## config.mk

```make
export PLATFORM = sky130hd
export DESIGN_NAME = char_class_tokenizer_unit_flat
export DESIGN_NICKNAME = d
export VERILOG_FILES = /design/src/rtl/cct_pkg.sv /design/src/rtl/cct_if.sv /design/src/rtl/cct_ram.sv /design/src/rtl/cct_class_table.sv /design/src/rtl/cct_scan.sv /design/src/rtl/cct_out_buf.sv /design/src/rtl/char_class_tokenizer_unit.sv /design/src/flat_wrapper.sv
export SDC_FILE = /design/constraint.sdc
export NUM_CORES = 1
export LEC_CHECK = 0
export CAP_MARGIN = 25
export CELL_PAD_IN_SITES_DETAIL_PLACEMENT = 0
export CELL_PAD_IN_SITES_GLOBAL_PLACEMENT = 2
export CORE_AREA = 3 3 268 270
export CTS_CLUSTER_DIAMETER = 60
export CTS_CLUSTER_SIZE = 25
export DETAILED_ROUTE_END_ITERATION = 6
export DIE_AREA = 0 0 271 273
export DONT_BUFFER_PORTS = 1
export GPL_TIMING_DRIVEN = 0
export HOLD_SLACK_MARGIN = 0.06
export PLACE_DENSITY_LB_ADDON = 0.1
export SYNTH_ARGS = -nofsm -noshare
export SYNTH_HDL_FRONTEND = slang
export SYNTH_HIERARCHICAL = 1
export SYNTH_SLANG_ARGS = --single-unit
```

## constraint.sdc

```tcl
create_clock -name clk_i -period 16.6 [get_ports clk_i]
set_clock_uncertainty 0.2 [all_clocks]
set_input_delay 0.83 -clock clk_i [delete_from_list [all_inputs] [get_ports clk_i]]
set_output_delay 0.83 -clock clk_i [all_outputs]
set_load 0.03 [all_outputs]
```

## src/rtl/cct_pkg.sv

```systemverilog
// Shared types, codes and constants of the character-class tokenizer.
// Used by the channel interfaces and every module of the block but cct_ram.
`timescale 1ns / 1ps

package cct_pkg;

  // Alphabet covered by the class table; bytes at or above it read as token.
  localparam int ALPHABET_SIZE = 256;
  localparam int CHAR_W        = 8;
  localparam int TBL_AW        = $clog2(ALPHABET_SIZE);
  localparam int CLASS_W       = 2;

  localparam logic [CHAR_W-1:0] NEWLINE_CHAR = 8'd10;
  localparam logic [CHAR_W-1:0] SPACE_CHAR   = 8'd32;
  localparam logic [CHAR_W-1:0] TAB_CHAR     = 8'd9;
  localparam logic [CHAR_W-1:0] CR_CHAR      = 8'd13;

  typedef enum logic [1:0] {
    FUNC_CHAR  = 2'd0,
    FUNC_SET   = 2'd1,
    FUNC_CLEAR = 2'd2
  } cct_func_e;

  typedef enum logic [CLASS_W-1:0] {
    CLS_TOKEN = 2'd0,
    CLS_WS    = 2'd1,
    CLS_PUNCT = 2'd2,
    CLS_QUOTE = 2'd3
  } cct_class_e;

  typedef enum logic [1:0] {
    MODE_IDLE   = 2'd0,
    MODE_PLAIN  = 2'd1,
    MODE_QUOTED = 2'd2
  } cct_mode_e;

  // One result word.
  typedef struct packed {
    logic [CHAR_W-1:0] token_char;
    logic              has_char;
    logic              token_end;
    logic              was_quoted;
    logic              last;
  } cct_res_t;

  // Class table write command.
  typedef struct packed {
    logic              en;
    logic [TBL_AW-1:0] addr;
    cct_class_e        data;
  } cct_wr_t;

  function automatic logic char_in_range(input logic [CHAR_W-1:0] c);
    char_in_range = ({1'b0, c} < (CHAR_W+1)'(ALPHABET_SIZE));
  endfunction

  // Class of a byte before any write to its entry.
  function automatic cct_class_e reset_class(input logic [CHAR_W-1:0] c);
    if (((c >= TAB_CHAR) && (c <= CR_CHAR)) || (c == SPACE_CHAR)) begin
      reset_class = CLS_WS;
    end else begin
      reset_class = CLS_TOKEN;
    end
  endfunction

endpackage

```

## src/rtl/cct_if.sv

```systemverilog
// Valid/ready channel interfaces of the tokenizer: input words and result words.
// Depends on cct_pkg for field widths.
`timescale 1ns / 1ps

interface cct_in_if;
  logic                      valid;
  logic                      ready;
  logic [1:0]                func;
  logic [cct_pkg::CHAR_W-1:0] char_code;
  logic                      end_of_stream;
  logic [1:0]                class_code;

  modport source (output valid, func, char_code, end_of_stream, class_code, input ready);
  modport sink   (input valid, func, char_code, end_of_stream, class_code, output ready);
endinterface

interface cct_out_if;
  logic                      valid;
  logic                      ready;
  logic [cct_pkg::CHAR_W-1:0] token_char;
  logic                      has_char;
  logic                      token_end;
  logic                      was_quoted;
  logic                      last;

  modport source (output valid, token_char, has_char, token_end, was_quoted, last,
                  input ready);
  modport sink   (input valid, token_char, has_char, token_end, was_quoted, last,
                  output ready);
endinterface

```

## src/rtl/cct_ram.sv

```systemverilog
// Generic single-write, single-read RAM with registered read data.
// No dependencies.
`timescale 1ns / 1ps

module cct_ram #(
  parameter int WIDTH = 8,
  parameter int DEPTH = 256
) (
  input  logic                     clk_i,
  input  logic                     we_i,
  input  logic [$clog2(DEPTH)-1:0] waddr_i,
  input  logic [WIDTH-1:0]         wdata_i,
  input  logic                     re_i,
  input  logic [$clog2(DEPTH)-1:0] raddr_i,
  output logic [WIDTH-1:0]         rdata_o
);

  logic [WIDTH-1:0] mem_q [DEPTH];
  logic [WIDTH-1:0] rdata_q;

  // Write port
  always_ff @(posedge clk_i) begin
    if (we_i) begin
      mem_q[waddr_i] <= wdata_i;
    end
  end

  // Registered read port; hold data when not reading
  always_ff @(posedge clk_i) begin
    if (re_i) begin
      rdata_q <= mem_q[raddr_i];
    end
  end

  assign rdata_o = rdata_q;

endmodule

```

## src/rtl/cct_class_table.sv

```systemverilog
// Byte class table: RAM plus per-entry valid bits that stand for the reset classes.
// Depends on cct_pkg and cct_ram.
`timescale 1ns / 1ps

module cct_class_table (
  input  logic                       clk_i,
  input  logic                       rst_ni,
  input  logic                       rd_en_i,
  input  logic [cct_pkg::CHAR_W-1:0] rd_char_i,
  input  cct_pkg::cct_wr_t           wr_i,
  output cct_pkg::cct_class_e        cls_o
);

  localparam int AW = cct_pkg::TBL_AW;

  logic [cct_pkg::ALPHABET_SIZE-1:0] vld_q;
  logic [AW-1:0]                     raddr;
  logic [cct_pkg::CLASS_W-1:0]       rdata;

  // Read-side side information, captured with the RAM read
  logic                vld_rd_q;
  cct_pkg::cct_class_e rst_cls_q;
  logic                out_rng_q;
  logic                byp_q;
  cct_pkg::cct_class_e byp_data_q;

  assign raddr = rd_char_i[AW-1:0];

  cct_ram #(
    .WIDTH (cct_pkg::CLASS_W),
    .DEPTH (cct_pkg::ALPHABET_SIZE)
  ) u_ram (
    .clk_i   (clk_i),
    .we_i    (wr_i.en),
    .waddr_i (wr_i.addr),
    .wdata_i (wr_i.data),
    .re_i    (rd_en_i),
    .raddr_i (raddr),
    .rdata_o (rdata)
  );

  // Mark entries written since reset
  always_ff @(posedge clk_i or negedge rst_ni) begin
    if (!rst_ni) begin
      vld_q <= '0;
    end else if (wr_i.en) begin
      vld_q[wr_i.addr] <= 1'b1;
    end
  end

  // Capture valid bit, reset class, range flag and a same-edge write for forwarding
  always_ff @(posedge clk_i) begin
    if (rd_en_i) begin
      vld_rd_q   <= vld_q[raddr];
      rst_cls_q  <= cct_pkg::reset_class(rd_char_i);
      out_rng_q  <= !cct_pkg::char_in_range(rd_char_i);
      byp_q      <= wr_i.en && (wr_i.addr == raddr);
      byp_data_q <= wr_i.data;
    end
  end

  // Select the effective class
  always_comb begin
    if (out_rng_q) begin
      cls_o = cct_pkg::CLS_TOKEN;
    end else if (byp_q) begin
      cls_o = byp_data_q;
    end else if (vld_rd_q) begin
      cls_o = cct_pkg::cct_class_e'(rdata);
    end else begin
      cls_o = rst_cls_q;
    end
  end

endmodule

```

## src/rtl/cct_scan.sv

```systemverilog
// Scanner step: scan mode and open quote, result words and class table writes.
// Depends on cct_pkg.
`timescale 1ns / 1ps

module cct_scan (
  input  logic                       clk_i,
  input  logic                       rst_ni,
  input  logic                       step_i,
  input  logic [1:0]                 func_i,
  input  logic [cct_pkg::CHAR_W-1:0] char_i,
  input  logic                       eos_i,
  input  cct_pkg::cct_class_e        cls_arg_i,
  input  cct_pkg::cct_class_e        tbl_cls_i,
  output cct_pkg::cct_wr_t           wr_o,
  output cct_pkg::cct_res_t [1:0]    res_o,
  output logic [1:0]                 res_cnt_o
);

  cct_pkg::cct_mode_e        mode_q, mode_d;
  logic [cct_pkg::CHAR_W-1:0] quote_q, quote_d;

  logic              pre_vld;
  cct_pkg::cct_res_t pre_res;
  logic              body_vld;
  cct_pkg::cct_res_t body_res;
  logic              run_idle;
  logic              in_rng;

  assign in_rng = cct_pkg::char_in_range(char_i);

  // Work out the results and the next scan state
  always_comb begin
    mode_d   = mode_q;
    quote_d  = quote_q;
    pre_vld  = 1'b0;
    pre_res  = '0;
    body_vld = 1'b0;
    body_res = '0;
    run_idle = 1'b0;
    wr_o.en   = 1'b0;
    wr_o.addr = char_i[cct_pkg::TBL_AW-1:0];
    wr_o.data = cls_arg_i;

    pre_res.token_end = 1'b1;

    unique case (func_i)
      cct_pkg::FUNC_CHAR: begin
        if (eos_i) begin
          // close an open token
          pre_vld            = (mode_q == cct_pkg::MODE_PLAIN) ||
                               (mode_q == cct_pkg::MODE_QUOTED);
          pre_res.was_quoted = (mode_q == cct_pkg::MODE_QUOTED);
          mode_d             = cct_pkg::MODE_IDLE;
        end else begin
          unique case (mode_q)
            cct_pkg::MODE_PLAIN: begin
              if (tbl_cls_i == cct_pkg::CLS_TOKEN) begin
                body_vld            = 1'b1;
                body_res.token_char = char_i;
                body_res.has_char   = 1'b1;
              end else begin
                pre_vld  = 1'b1;
                mode_d   = cct_pkg::MODE_IDLE;
                run_idle = 1'b1;
              end
            end
            cct_pkg::MODE_QUOTED: begin
              if (char_i == quote_q) begin
                pre_vld            = 1'b1;
                pre_res.was_quoted = 1'b1;
                mode_d             = cct_pkg::MODE_IDLE;
              end else if (char_i == cct_pkg::NEWLINE_CHAR) begin
                pre_vld            = 1'b1;
                pre_res.was_quoted = 1'b1;
                mode_d             = cct_pkg::MODE_IDLE;
                run_idle           = 1'b1;
              end else begin
                body_vld            = 1'b1;
                body_res.token_char = char_i;
                body_res.has_char   = 1'b1;
                body_res.was_quoted = 1'b1;
              end
            end
            default: begin
              mode_d   = cct_pkg::MODE_IDLE;
              run_idle = 1'b1;
            end
          endcase
        end
      end
      cct_pkg::FUNC_SET: begin
        wr_o.en = step_i && in_rng;
      end
      cct_pkg::FUNC_CLEAR: begin
        wr_o.en   = step_i && in_rng && (tbl_cls_i == cls_arg_i);
        wr_o.data = cct_pkg::CLS_TOKEN;
      end
      default: ;
    endcase

    // Handle the byte as seen between tokens
    if (run_idle) begin
      unique case (tbl_cls_i)
        cct_pkg::CLS_WS: ;
        cct_pkg::CLS_PUNCT: begin
          body_vld            = 1'b1;
          body_res.token_char = char_i;
          body_res.has_char   = 1'b1;
          body_res.token_end  = 1'b1;
        end
        cct_pkg::CLS_QUOTE: begin
          quote_d = char_i;
          mode_d  = cct_pkg::MODE_QUOTED;
        end
        default: begin
          body_vld            = 1'b1;
          body_res.token_char = char_i;
          body_res.has_char   = 1'b1;
          mode_d              = cct_pkg::MODE_PLAIN;
        end
      endcase
    end
  end

  // Pack the results and mark the last one
  always_comb begin
    res_cnt_o = {1'b0, pre_vld} + {1'b0, body_vld};
    res_o[0]  = pre_vld ? pre_res : body_res;
    res_o[1]  = body_res;
    if (res_cnt_o == 2'd2) begin
      res_o[1].last = 1'b1;
    end else begin
      res_o[0].last = 1'b1;
    end
  end

  // Advance the scan state when the item is processed
  always_ff @(posedge clk_i or negedge rst_ni) begin
    if (!rst_ni) begin
      mode_q  <= cct_pkg::MODE_IDLE;
      quote_q <= '0;
    end else if (step_i) begin
      mode_q  <= mode_d;
      quote_q <= quote_d;
    end
  end

  // Two results only come from closing an open token
  a_two_needs_open: assert property (@(posedge clk_i) disable iff (!rst_ni)
    (step_i && (res_cnt_o == 2'd2)) |->
      ((mode_q == cct_pkg::MODE_PLAIN) || (mode_q == cct_pkg::MODE_QUOTED)))
    else $error("two results without an open token");

endmodule

```

## src/rtl/cct_out_buf.sv

```systemverilog
// Two-entry result register that drives the output channel.
// Depends on cct_pkg and cct_out_if.
`timescale 1ns / 1ps

module cct_out_buf (
  input  logic                    clk_i,
  input  logic                    rst_ni,
  input  logic                    push_i,
  input  cct_pkg::cct_res_t [1:0] push_res_i,
  input  logic [1:0]              push_cnt_i,
  output logic                    free_o,
  cct_out_if.source               out_o
);

  cct_pkg::cct_res_t [1:0] slot_q;
  logic [1:0]              cnt_q;
  logic                    pop;

  assign pop    = (cnt_q != 2'd0) && out_o.ready;
  assign free_o = (cnt_q == 2'd0) || ((cnt_q == 2'd1) && out_o.ready);

  // Count of held words
  always_ff @(posedge clk_i or negedge rst_ni) begin
    if (!rst_ni) begin
      cnt_q <= 2'd0;
    end else if (push_i) begin
      cnt_q <= push_cnt_i;
    end else if (pop) begin
      cnt_q <= cnt_q - 2'd1;
    end
  end

  // Load new words or advance the second to the head
  always_ff @(posedge clk_i) begin
    if (push_i) begin
      slot_q <= push_res_i;
    end else if (pop) begin
      slot_q[0] <= slot_q[1];
    end
  end

  assign out_o.valid      = (cnt_q != 2'd0);
  assign out_o.token_char = slot_q[0].token_char;
  assign out_o.has_char   = slot_q[0].has_char;
  assign out_o.token_end  = slot_q[0].token_end;
  assign out_o.was_quoted = slot_q[0].was_quoted;
  assign out_o.last       = slot_q[0].last;

  a_cnt_range: assert property (@(posedge clk_i) disable iff (!rst_ni)
    cnt_q != 2'd3)
    else $error("result count out of range");

  a_pair_last: assert property (@(posedge clk_i) disable iff (!rst_ni)
    (cnt_q == 2'd2) |-> (!slot_q[0].last && slot_q[1].last))
    else $error("last mark misplaced in a result pair");

  a_bare_end: assert property (@(posedge clk_i) disable iff (!rst_ni)
    ((cnt_q != 2'd0) && !slot_q[0].has_char) |-> slot_q[0].token_end)
    else $error("bare result that does not end a token");

endmodule

```

## src/rtl/char_class_tokenizer_unit.sv

```systemverilog
// Top level of the character-class tokenizer.
// Depends on cct_pkg, cct_if, cct_class_table, cct_scan and cct_out_buf.
//
// Usage:
//   in_i carries input words: a byte (func character), an end-of-stream mark,
//   or a write that sets or clears the class of one byte in the class table.
//   out_o carries result words: one token byte or a bare token end,
//   with token_end, was_quoted and last marks; last flags the final word that
//   an input word caused. Words that cause no result produce nothing.
// Timing: a word accepted at an edge is looked up in the class table at that
//   edge and held in the input stage; its results are loaded into the output
//   register once that register is free, and the first result is offered from it.
// Throughput: one input word per cycle while each word gives at most one
//   result and the receiver takes each result as offered; a word with two
//   results holds the output register until the output port has passed both on.
// Reset: the class table reads whitespace for bytes 9..13 and 32 and token for
//   all others (per-entry valid bits, no clearing pass), and the scanner is
//   between tokens. When the receiver stalls, results are held and input stops
//   once the input stage and output register are both full.
`timescale 1ns / 1ps

module char_class_tokenizer_unit (
  input  logic      clk_i,
  input  logic      rst_ni,
  cct_in_if.sink    in_i,
  cct_out_if.source out_o
);

  logic                       acc;
  logic                       adv;
  logic                       ob_free;

  logic                       s1_vld_q;
  logic [1:0]                 s1_func_q;
  logic [cct_pkg::CHAR_W-1:0] s1_char_q;
  logic                       s1_eos_q;
  cct_pkg::cct_class_e        s1_cls_q;

  cct_pkg::cct_class_e        tbl_cls;
  cct_pkg::cct_wr_t           wr;
  cct_pkg::cct_res_t [1:0]    res;
  logic [1:0]                 res_cnt;

  // Handshake: accept when the stage is empty or moves on this cycle
  assign adv        = s1_vld_q && ob_free;
  assign in_i.ready = !s1_vld_q || adv;
  assign acc        = in_i.valid && in_i.ready;

  // Input stage occupancy
  always_ff @(posedge clk_i or negedge rst_ni) begin
    if (!rst_ni) begin
      s1_vld_q <= 1'b0;
    end else if (acc) begin
      s1_vld_q <= 1'b1;
    end else if (adv) begin
      s1_vld_q <= 1'b0;
    end
  end

  // Input stage payload
  always_ff @(posedge clk_i) begin
    if (acc) begin
      s1_func_q <= in_i.func;
      s1_char_q <= in_i.char_code;
      s1_eos_q  <= in_i.end_of_stream;
      s1_cls_q  <= cct_pkg::cct_class_e'(in_i.class_code);
    end
  end

  cct_class_table u_table (
    .clk_i     (clk_i),
    .rst_ni    (rst_ni),
    .rd_en_i   (acc),
    .rd_char_i (in_i.char_code),
    .wr_i      (wr),
    .cls_o     (tbl_cls)
  );

  cct_scan u_scan (
    .clk_i     (clk_i),
    .rst_ni    (rst_ni),
    .step_i    (adv),
    .func_i    (s1_func_q),
    .char_i    (s1_char_q),
    .eos_i     (s1_eos_q),
    .cls_arg_i (s1_cls_q),
    .tbl_cls_i (tbl_cls),
    .wr_o      (wr),
    .res_o     (res),
    .res_cnt_o (res_cnt)
  );

  cct_out_buf u_out (
    .clk_i      (clk_i),
    .rst_ni     (rst_ni),
    .push_i     (adv),
    .push_res_i (res),
    .push_cnt_i (res_cnt),
    .free_o     (ob_free),
    .out_o      (out_o)
  );

endmodule
```

## src/flat_wrapper.sv

```systemverilog
// flat-port wrapper written by rule: the top's interface ports become plain ports
module char_class_tokenizer_unit_flat 
  (clk_i, rst_ni, in_i_valid, in_i_func, in_i_char_code, in_i_end_of_stream, in_i_class_code, in_i_ready, out_o_valid, out_o_token_char, out_o_has_char, out_o_token_end, out_o_was_quoted, out_o_last, out_o_ready);
  cct_in_if in_i_i ();
  cct_out_if out_o_i ();
  input  logic clk_i;
  input  logic rst_ni;
  input wire logic [$bits(in_i_i.valid)-1:0] in_i_valid;
  input wire logic [$bits(in_i_i.func)-1:0] in_i_func;
  input wire logic [$bits(in_i_i.char_code)-1:0] in_i_char_code;
  input wire logic [$bits(in_i_i.end_of_stream)-1:0] in_i_end_of_stream;
  input wire logic [$bits(in_i_i.class_code)-1:0] in_i_class_code;
  output wire logic [$bits(in_i_i.ready)-1:0] in_i_ready;
  output wire logic [$bits(out_o_i.valid)-1:0] out_o_valid;
  output wire logic [$bits(out_o_i.token_char)-1:0] out_o_token_char;
  output wire logic [$bits(out_o_i.has_char)-1:0] out_o_has_char;
  output wire logic [$bits(out_o_i.token_end)-1:0] out_o_token_end;
  output wire logic [$bits(out_o_i.was_quoted)-1:0] out_o_was_quoted;
  output wire logic [$bits(out_o_i.last)-1:0] out_o_last;
  input wire logic [$bits(out_o_i.ready)-1:0] out_o_ready;
  assign in_i_i.valid = in_i_valid;
  assign in_i_i.func = in_i_func;
  assign in_i_i.char_code = in_i_char_code;
  assign in_i_i.end_of_stream = in_i_end_of_stream;
  assign in_i_i.class_code = in_i_class_code;
  assign in_i_ready = in_i_i.ready;
  assign out_o_valid = out_o_i.valid;
  assign out_o_token_char = out_o_i.token_char;
  assign out_o_has_char = out_o_i.has_char;
  assign out_o_token_end = out_o_i.token_end;
  assign out_o_was_quoted = out_o_i.was_quoted;
  assign out_o_last = out_o_i.last;
  assign out_o_i.ready = out_o_ready;
  char_class_tokenizer_unit u_core (.clk_i(clk_i), .rst_ni(rst_ni), .in_i(in_i_i), .out_o(out_o_i));
endmodule
```

# Word level (Yosys, flattened, before mapping)
# Memories as Yosys holds them, arrays and structs flattened. A register that Yosys moved wholly into a read port is not among the register bits.
# Index checks and enable logic that the tools add are counted.
# word_totals
ff_bits	312
mem_bits_rw	512
inputBits	17
output_inout_bits	14
wordCells	129
memories	1
# mem_list
memory	words	word_bits	rd	rd_clocked_by_memory_dff	write_ports	line_no	text
u_core.u_table.u_ram.mem_q	256	2	1	1	1	cct_ram.sv:18	logic [WIDTH-1:0] mem_q [DEPTH];
# op_classes
add_sub_neg	2
order_cmp	5
eq_ne	14
n_mux	61
n_bitwise	1
n_reduce_logical	22
# op_table
operator	count
256-bit OR	1
9-bit 2-to-1 mux	6
12-bit 2-to-1 mux	3
1-bit 2-to-1 mux	31
2-bit 2-to-1 mux	11
8-bit by 9-bit less-than comparator with 1-bit output, second input constant	2
9-bit one-hot mux with 2 select lines	1
8-bit equality test	2
2-bit equality test, second input constant	5
10-bit 2-to-1 mux	1
1-bit binary-select mux with 8-bit select	1
1-bit demux with 8-bit select	1
2-bit by 1-bit equality test with 1-bit output, second input constant	4
8-bit by 4-bit equality test with 1-bit output, second input constant	1
8-bit by 6-bit equality test with 1-bit output, second input constant	1
8-bit by 1-bit >= comparator with 1-bit output, second input constant	1
8-bit by 4-bit >= comparator with 1-bit output, second input constant	1
8-bit by 4-bit less-or-equal comparator with 1-bit output, second input constant	1
1-bit logical AND	8
1-bit one-hot mux with 2 select lines	4
2-bit one-hot mux with 2 select lines	2
2-bit logical NOT	3
2-bit nonzero test	3
1-bit logical OR	4
other kinds (6)	7

# Logic depth before layout (Yosys ltp)
# Gate-level depths: netlist (run 1).
# logic_depth
word_depth	13
mapped_depth	12
mapped_depth_nobuf	12

# Hierarchy
# The synthesis (run 1) kept the hierarchy.
# by_module_without_submodules
module	instances	cells_each	area_each_um2	seq_area_each_um2
cct_ram	1	1242	21401.8	15434.8
cct_class_table	1	851	11374.7	6556.3
cct_scan	1	135	1216.2	250.2
cct_out_buf	1	64	1097.3	770.7
char_class_tokenizer_unit	1	18	450.4	415.4

# Worst setup path before layout (run 1)
# No wires, ideal clock.
# synth_path
path_type	register to register
start	register u_core.s1_func_q[0]
end	register u_core.u_table.byp_data_q[0] (data pin)
setup_ns	1.465
arrival_ns	6.915
required_time_ns	14.935
setup_slack_ns	8.020
path_stages_with_launch	4
n_path_buf	0
synth_period_minus_slack_ns	8.580
path_cell_list	edfxtp_1 -> inv_1 -> ha_1 -> nor2b_1
# synth_lines
element	line_no	text
start: declaration	char_class_tokenizer_unit.sv:34	logic [1:0] s1_func_q;
start signal: assignment	char_class_tokenizer_unit.sv:63	s1_func_q <= in_i.func;
end signal: assignment	cct_class_table.sv:58	byp_data_q <= wr_i.data;
end: declaration	cct_class_table.sv:25	cct_pkg::cct_class_e byp_data_q;

==> flow_summary.yaml, run 1 <==
run_status:
  status: "completed"
synth:
  synth_compound_area_share_pct: 9.66
  async_flop_share_pct: 32.6
  synth-seq-cells: 825
  synth_area_sq_um: 35500
  synth-xor-area-share_pct: 0.444
  synth_top_family_by_area: "multiplexers"
  synthTopCellsByArea: "edfxtp_1 47%, dfrtp_1 19%, mux4_2 8.0%, a21o_1 3.9%, nor2_1 3.2%"
  mappedNetlistNets: 2341
  synth.area.mux_share_pct: 13.5
  synth_area_leader_cell: "edfxtp_1"
  synth_cell_type_count: 81
  synth_cells: 2310
  ys_seq_area_share_pct: 65.9
  synth_top_cell_area_share_pct: 47.0
  syn_area_per_cell_sq_um: 15.4
  synth_edf_count: 556
  synth_flop_cell: "edfxtp_1"
  synthSimpleGateAreaFrac_pct: 6.72
  yosys_warnings: 6
  synth-adder-area-share_pct: 0.493
placed_design:
  pre_cts_ws_ps: 11430
  gp_congestion: 0.864
  dp_hpwl_microns: 69900
  port_buffers: 0
power_and_ir_drop:
  seq_power_share_pct: 52.2
  comb_power_share_pct: 13.6
  p_int_w: 0.00333
  p_sw_w: 0.00128
  power_leakage_nw: 15.8
  powerDensity_nw_per_um2: 117
  ir_drop_v: 0.0000863
  clkPwrFrac_pct: 34.2
  swShare_pct: 27.8
worst_setup_path:
  worst_ep_arrival_time_ps: 5330
  cpPeakStageDelay_ps: 690
  reg2reg_from: "u_core/u_out/cnt_q[0]"
  path_cells: "inv_1, ha_1, inv_1, nand2_1, and2_1, nand2_1, nor2_1, clkbuf_1, buf_1, nand3_1, clkbuf_1, nor2_1"
  critPathCaptureType: "flop"
  worstSetupStartpointType: "flop"
  crit_type: "flop to flop"
  slowest_stage: "nor2_1"
  startpoint: "u_core/u_out/cnt_q[0]"
  cp.required_ps: 16750
  critical_path.max_fanout: 18
clocking:
  cts_setup_buffers: 0
  h-tree-depth: 2
  tritoncts.num_buffers: 59
  cts.repair.resized: 0
  cts_root_buf: "clkbuf_16"
  cts_max_path_buffers: 3
  cts_tree: "built"
  clock-sinks: 825
  hold_buffers: 13
  path_clk_slew_ps: 80
  clock_latency_ps: 670
floorplanning:
  die_w_microns: 271
  fp-row-count: 97
  coreArea_sq_um: 69800
  start_util_pct: 50.9
  ios: 31
  die_h_microns: 273
  dieArea_sq_um: 74000
final_layout:
  multi_input_area_sq_um: 11000
  fillers: 5566
  area_growth_pct: 11.4
  seq_area_sq_um: 23400
  final_nets: 2451
  drive_gt1_share_pct: 15.8
sta:
  setup_ws_ps: 11420
  rsz0062_at_grt: "no"
  max_freq_mhz: 193
  slew_viol_final: 0
  setup_viol_count_final: 0
  post-route-period-util_pct: 31.2
  worst_pin_slew_ps: 1120
  period_needed_ps: 5180
  slew_headroom_pct: 25.1
  setup-tns-final_ps: 0
  hold_violations: 0
routing:
  drtPass1Iterations: 6
  routedWlPerCell_microns: 29.7
  drt_iter0_markers: 2497
  dr_wl_met3_microns: 8110
  met1Wirelength_microns: 44700
  vias: 21500
  drt_drc_violations_left: 0
  wl_microns: 101000
  viasPerCell: 6.30
  antenna_left: 0
  met2_length_microns: 45900
  highest_layer: "met4"
global_route:
  grt_overflow: 0
  grt_pass1_vias: 21600
  grtUsageTotal_pct: 27.6
  grt_pass1_wl_microns: 148000
  antenna_found_initial: 0
  grt_start_max_net_pins: 270
job:
  drv_cap: 0
min_path:
  hp-start: "in_i_valid"
  min_path_type: "input port to flop"
## cells by family after synthesis
logic type / count (synthesis)
xor+xnor: 18
compound gates: 451
mux: 278
flops: 825
buf+inv: 192
fa+ha+maj: 14
simple gates: 532
## Yosys cell counts, drive strengths merged, types with 7 or more instances
cell type,instances
a211oi,21
o22ai,14
a221oi,9
xnor2,15
mux2,30
clkbuf,96
dfrtp,269
o21ai,30
nand2b,15
nor2b,35
o21bai,74
mux2i,98
a2111oi,13
o221ai,27
a22o,8
nand2,70
nand4,13
buf,74
a22oi,11
nor2,303
o211ai,7
edfxtp,556
mux4,150
ha,14
a21oi,20
and2,22
nand3,33
inv,20
nor3,12
a21o,184
## path summary, 6_finish.rpt
kind                                                endpoint  slack (ps)  cells after the start
setup / recovery           u_core/u_table/u_ram/mem_q[64][0]       11420                     12
hold / removal                               u_core/s1_vld_q         100                      1
setup reg to reg           u_core/u_table/u_ram/mem_q[64][0]       11420                     12
hold reg to reg                     u_core/u_table/vld_q[26]         250                      1
max in group asynchronous            u_core/u_scan/mode_q[0]       14500                      3
min in group asynchronous          u_core/u_table/vld_q[165]         650                      2
## metal layers
metal,up-vias,GRT usage (%)
met5,-,0
met4,0,6.71
met3,146,5.32
met2,860,42.3
met1,11400,41.2
li1,9043,-
## critical path, delay by kind of cell (launching register included)
family | cells | cell delay, ps
flip-flops | 1 | 420
adder cells (fa/ha/maj) | 1 | 200
AND/OR/NAND/NOR | 6 | 2340
buffers and inverters | 5 | 1710
## cell usage in the layout, fill, tap and decap left out, drive strengths merged, types with 20 or more instances in the layout
| master | instances |
|---|---|
| a211oi | 21 |
| a21o | 184 |
| a21oi | 20 |
| and2 | 22 |
| buf | 108 |
| clkbuf | 159 |
| clkinv | 22 |
| dfrtp | 269 |
| edfxtp | 556 |
| inv | 41 |
| mux2 | 30 |
| mux2i | 98 |
| mux4 | 150 |
| nand2 | 70 |
| nand3 | 33 |
| nor2 | 303 |
| nor2b | 35 |
| o21ai | 30 |
| o21bai | 74 |
| o221ai | 27 |
## cell type report
type                       instances  share of cell area (%)
buffer                           171                    2.77
multi-input combinational       1293                    27.7
inverter                          21                   0.199
clock inverter                    50                    1.59
timing repair buffer              49                    1.80
sequential                       825                    59.2
tap                              940                    2.97
antenna                            1                 0.00632
clock buffer                      61                    3.80
## stage by stage
step	power, W	cell area [sq um]	utilization [%]	hold slack (ps)	std cells
after floorplan	0.00286	35500	-	220	2310
after global placement	0.00307	36700	52.6	232	3250
after detailed placement	0.00306	37200	53.3	239	3280
after CTS	0.00464	39500	56.6	64.8	3404
after global routing	0.00478	39600	56.7	69.4	3410
final	0.00462	39600	56.7	97.2	3411
## power groups by stage
stage / sequential [W] / combinational [W] / clock [W]
finish: 0.00241 / 0.000626 / 0.00158
global route: 0.00242 / 0.000673 / 0.00169
CTS: 0.00241 / 0.000625 / 0.00161
detailed placement: 0.00246 / 0.000606 / 0
global placement: 0.00250 / 0.000566 / 0
floorplan: 0.00247 / 0.000397 / 0
## state kept, by name (all words and copies together), names as in the netlist, 8 cells and up
| register | count |
|---|---|
| u_core/s1_char_q | 8 |
| u_core/u_out/out_o.token_char | 8 |
| u_core/u_table/vld_q | 256 |
| u_core/u_table/u_ram/mem_q | 512 |
| u_core/u_scan/quote_q | 8 |
| u_core/u_out/slot_q | 12 |
No activity file was read; power rests on OpenSTA's default activity.
==> run 2, diff against run 1 <==
- ABC_AREA: default -> 1
- CORE_AREA: 3 3 268 270 -> 3 3 300 302
- DIE_AREA: 0 0 271 273 -> 0 0 303 305
- clock period: 16.6 -> 5.1 ns (I/O delays scaled with it)
==> flow_summary.yaml, run 2 <==
run_status:
  status: "finished with violations"
  violations: "negative hold slack"
sta:
  whs_ps: -877
  setup-tns-final_ps: 0
  setup_viol_count_final: 0
  hold_violations: 269
  post-route-period-util_pct: 92.1
  slew_viol_final: 0
  max_freq_mhz: 213
  period_needed_ps: 4700
  worst_pin_slew_ps: 1160
  slew_headroom_pct: 22.8
  rsz0062_at_grt: "no"
power_and_ir_drop:
  p_total_w: 0.0164
  powerDensity_nw_per_um2: 394
  power_leakage_nw: 16.7
  ir_drop_v: 0.000402
global_route:
  grt_pass1_vias: 27100
  antenna_found_initial: 5
  grtUsageTotal_pct: 28.7
  grt_overflow: 0
  grt_start_max_net_pins: 270
  grt_pass1_wl_microns: 190000
synth:
  async_flop_share_pct: 32.6
  synth_cells: 3746
  synth_area_sq_um: 36700
  mappedNetlistNets: 3777
  synth_edf_count: 556
  synth-seq-cells: 825
  ys_seq_area_share_pct: 63.9
  synth_most_common_cell: "nand2_1"
  synth_top_cell_area_share_pct: 45.5
  synthTopCellsByArea: "edfxtp_1 46%, dfrtp_1 18%, nand2_1 11%, nand3_1 8.3%, nor2_1 3.7%"
  synth_cell_type_count: 42
  yosys_warnings: 6
  synth_flop_cell: "edfxtp_1"
  synth_common_cells: "1,045 x nand2_1, 607 x nand3_1, 556 x edfxtp_1, 363 x nor2_1, 269 x dfrtp_1"
  synth_area_leader_cell: "edfxtp_1"
  syn_area_per_cell_sq_um: 9.79
clocking:
  path_clk_slew_ps: 80
  clock_latency_ps: 640
  cts_tree: "built"
  cts_max_path_buffers: 3
  cts_setup_buffers: 0
  h-tree-depth: 3
  cts_root_buf: "clkbuf_16"
  tritoncts.num_buffers: 73
  hold_buffers: 22
  clock-sinks: 825
  cts.repair.resized: 0
worst_setup_path:
  worst_ep_arrival_time_ps: 4820
  endpoint: "u_core/u_table/u_ram/mem_q[91][0]"
  r2r_setup_slack_ps: 400
  critical_path.max_fanout: 19
  startpoint: "u_core/u_out/cnt_q[0]"
  ff2ff_path_depth: 13
  cp.required_ps: 5220
  reg2reg_from: "u_core/u_out/cnt_q[0]"
  worstSetupStartpointType: "flop"
  r2r_end: "u_core/u_table/u_ram/mem_q[91][0]"
  crit_type: "flop to flop"
  critPathCaptureType: "flop"
placed_design:
  dp.cells: 4937
  post_dp_cell_area_sq_um: 38600
  dp_hpwl_microns: 93600
  gp_congestion: 0.903
  port_buffers: 0
final_layout:
  final_common_cell: "nand2_1"
  seq_area_sq_um: 23400
  multi_input_area_sq_um: 10900
  final_area_sq_um: 41600
  final_nets: 3901
  fillers: 8290
  area_growth_pct: 13.3
  drive_gt1_share_pct: 8.73
  top_register: "u_core/u_table/u_ram/mem_q"
  largest_registers: "u_core/u_table/u_ram/mem_q: 512 flops, u_core/u_table/vld_q: 256 flops, u_core/u_out/slot_q: 12 flops"
  final_cell_mix: "1,045 x nand2_1, 607 x nand3_1, 556 x edfxtp_1"
  largest_reg_flops: 512
  fin_cells: 5095
floorplanning:
  dieArea_sq_um: 92400
  die_h_microns: 305
  die_w_microns: 303
  coreArea_sq_um: 88000
  ios: 31
  start_util_pct: 41.7
  fp-row-count: 109
routing:
  drtPass1Iterations: 6
  antenna_left: 0
  drt_iter0_markers: 3285
  viasPerCell: 5.60
  wl_microns: 132000
  drt_drc_violations_left: 0
  vias: 28500
  routedWlPerCell_microns: 26.0
min_path:
  min_path_type: "input port to async pin"
job:
  drv_cap: 0
run 2: cell count changes after synthesis, moves of 27 or more:
cell and change:
nor2b_1 -35, o21bai_1 +33, o221ai_1 -27, o21ai_0 +154, nand3_1 +574, mux2i_1 -98, inv_1 +238, nand2_1 +975
buf_2 +67, mux4_2 -127, nor2_1 +60, a21o_1 -184
run 2: metal layers:
metal,vias to the layer above,GRT usage (%),routed length [microns]
met5,-,0,18
met3,208,4.97,12700
met2,1348,42.2,57300
met4,2,7.81,3600
li1,12700,-,-
met1,14200,43.6,58900
run 2: per-stage QoR:
step / setup WS (ps) / util (%) / hold WS [ps]
finish: 405 / 47.2 / -877
global route: 205 / 47.2 / -917
CTS: 379 / 47.2 / -922
detailed placement: 382 / 43.9 / -233
global placement: -4660 / 43.4 / -233
floorplan: -296 / - / -241
run 2: area by class of cell:
cell class | instances | area share, %
well taps | 1165 | 3.51
plain buffers | 239 | 3.29
multi-input cells | 2412 | 26.2
diodes | 1 | 0.00602
flip-flops and latches | 825 | 56.4
clock buffers | 84 | 4.80
clock inverters | 50 | 1.65
repair buffers | 49 | 1.73
inverters | 270 | 2.46
run 2: cell families after synthesis:
| group | after synthesis | synth area share (%) |
|---|---|---|
| AO/OA/AOI/OAI | 342 | 5.63 |
| XOR/XNOR | 7 | 0.167 |
| adder cells (fa/ha/maj) | 14 | 0.478 |
| buffers and inverters | 509 | 6.52 |
| flip-flops | 825 | 63.9 |
| AND/OR/NAND/NOR | 2049 | 23.3 |
run 2: where the power goes:
part           switching (W)  internal, W
Combinational        0.00179     0.000630
Sequential          0.000138      0.00767
Clock                0.00280      0.00336
Total                0.00473       0.0117
run 2: how the worst min path moves through the flow:
stage	from	to	slack (ps)
floorplan	rst_ni	u_core/s1_vld_q	-240
global placement	rst_ni	u_core/u_table/vld_q[126]	-230
detailed placement	rst_ni	u_core/u_table/vld_q[126]	-230
CTS	rst_ni	u_core/u_table/vld_q[120]	-920
global route	rst_ni	u_core/u_table/vld_q[126]	-920
finish	rst_ni	u_core/u_table/vld_q[126]	-880
run 2: worst max-delay path: stages, from the launching register on:
cell and delay [ps]:
dfrtp_1 400, inv_1 70, ha_1 140, inv_1 150, nand2_1 140, nand2_1 50
inv_1 600, nand2_1 120, nor2_1 700, clkbuf_1 530, nand2_1 400, clkbuf_1 410
buf_8 270, nor2_1 180
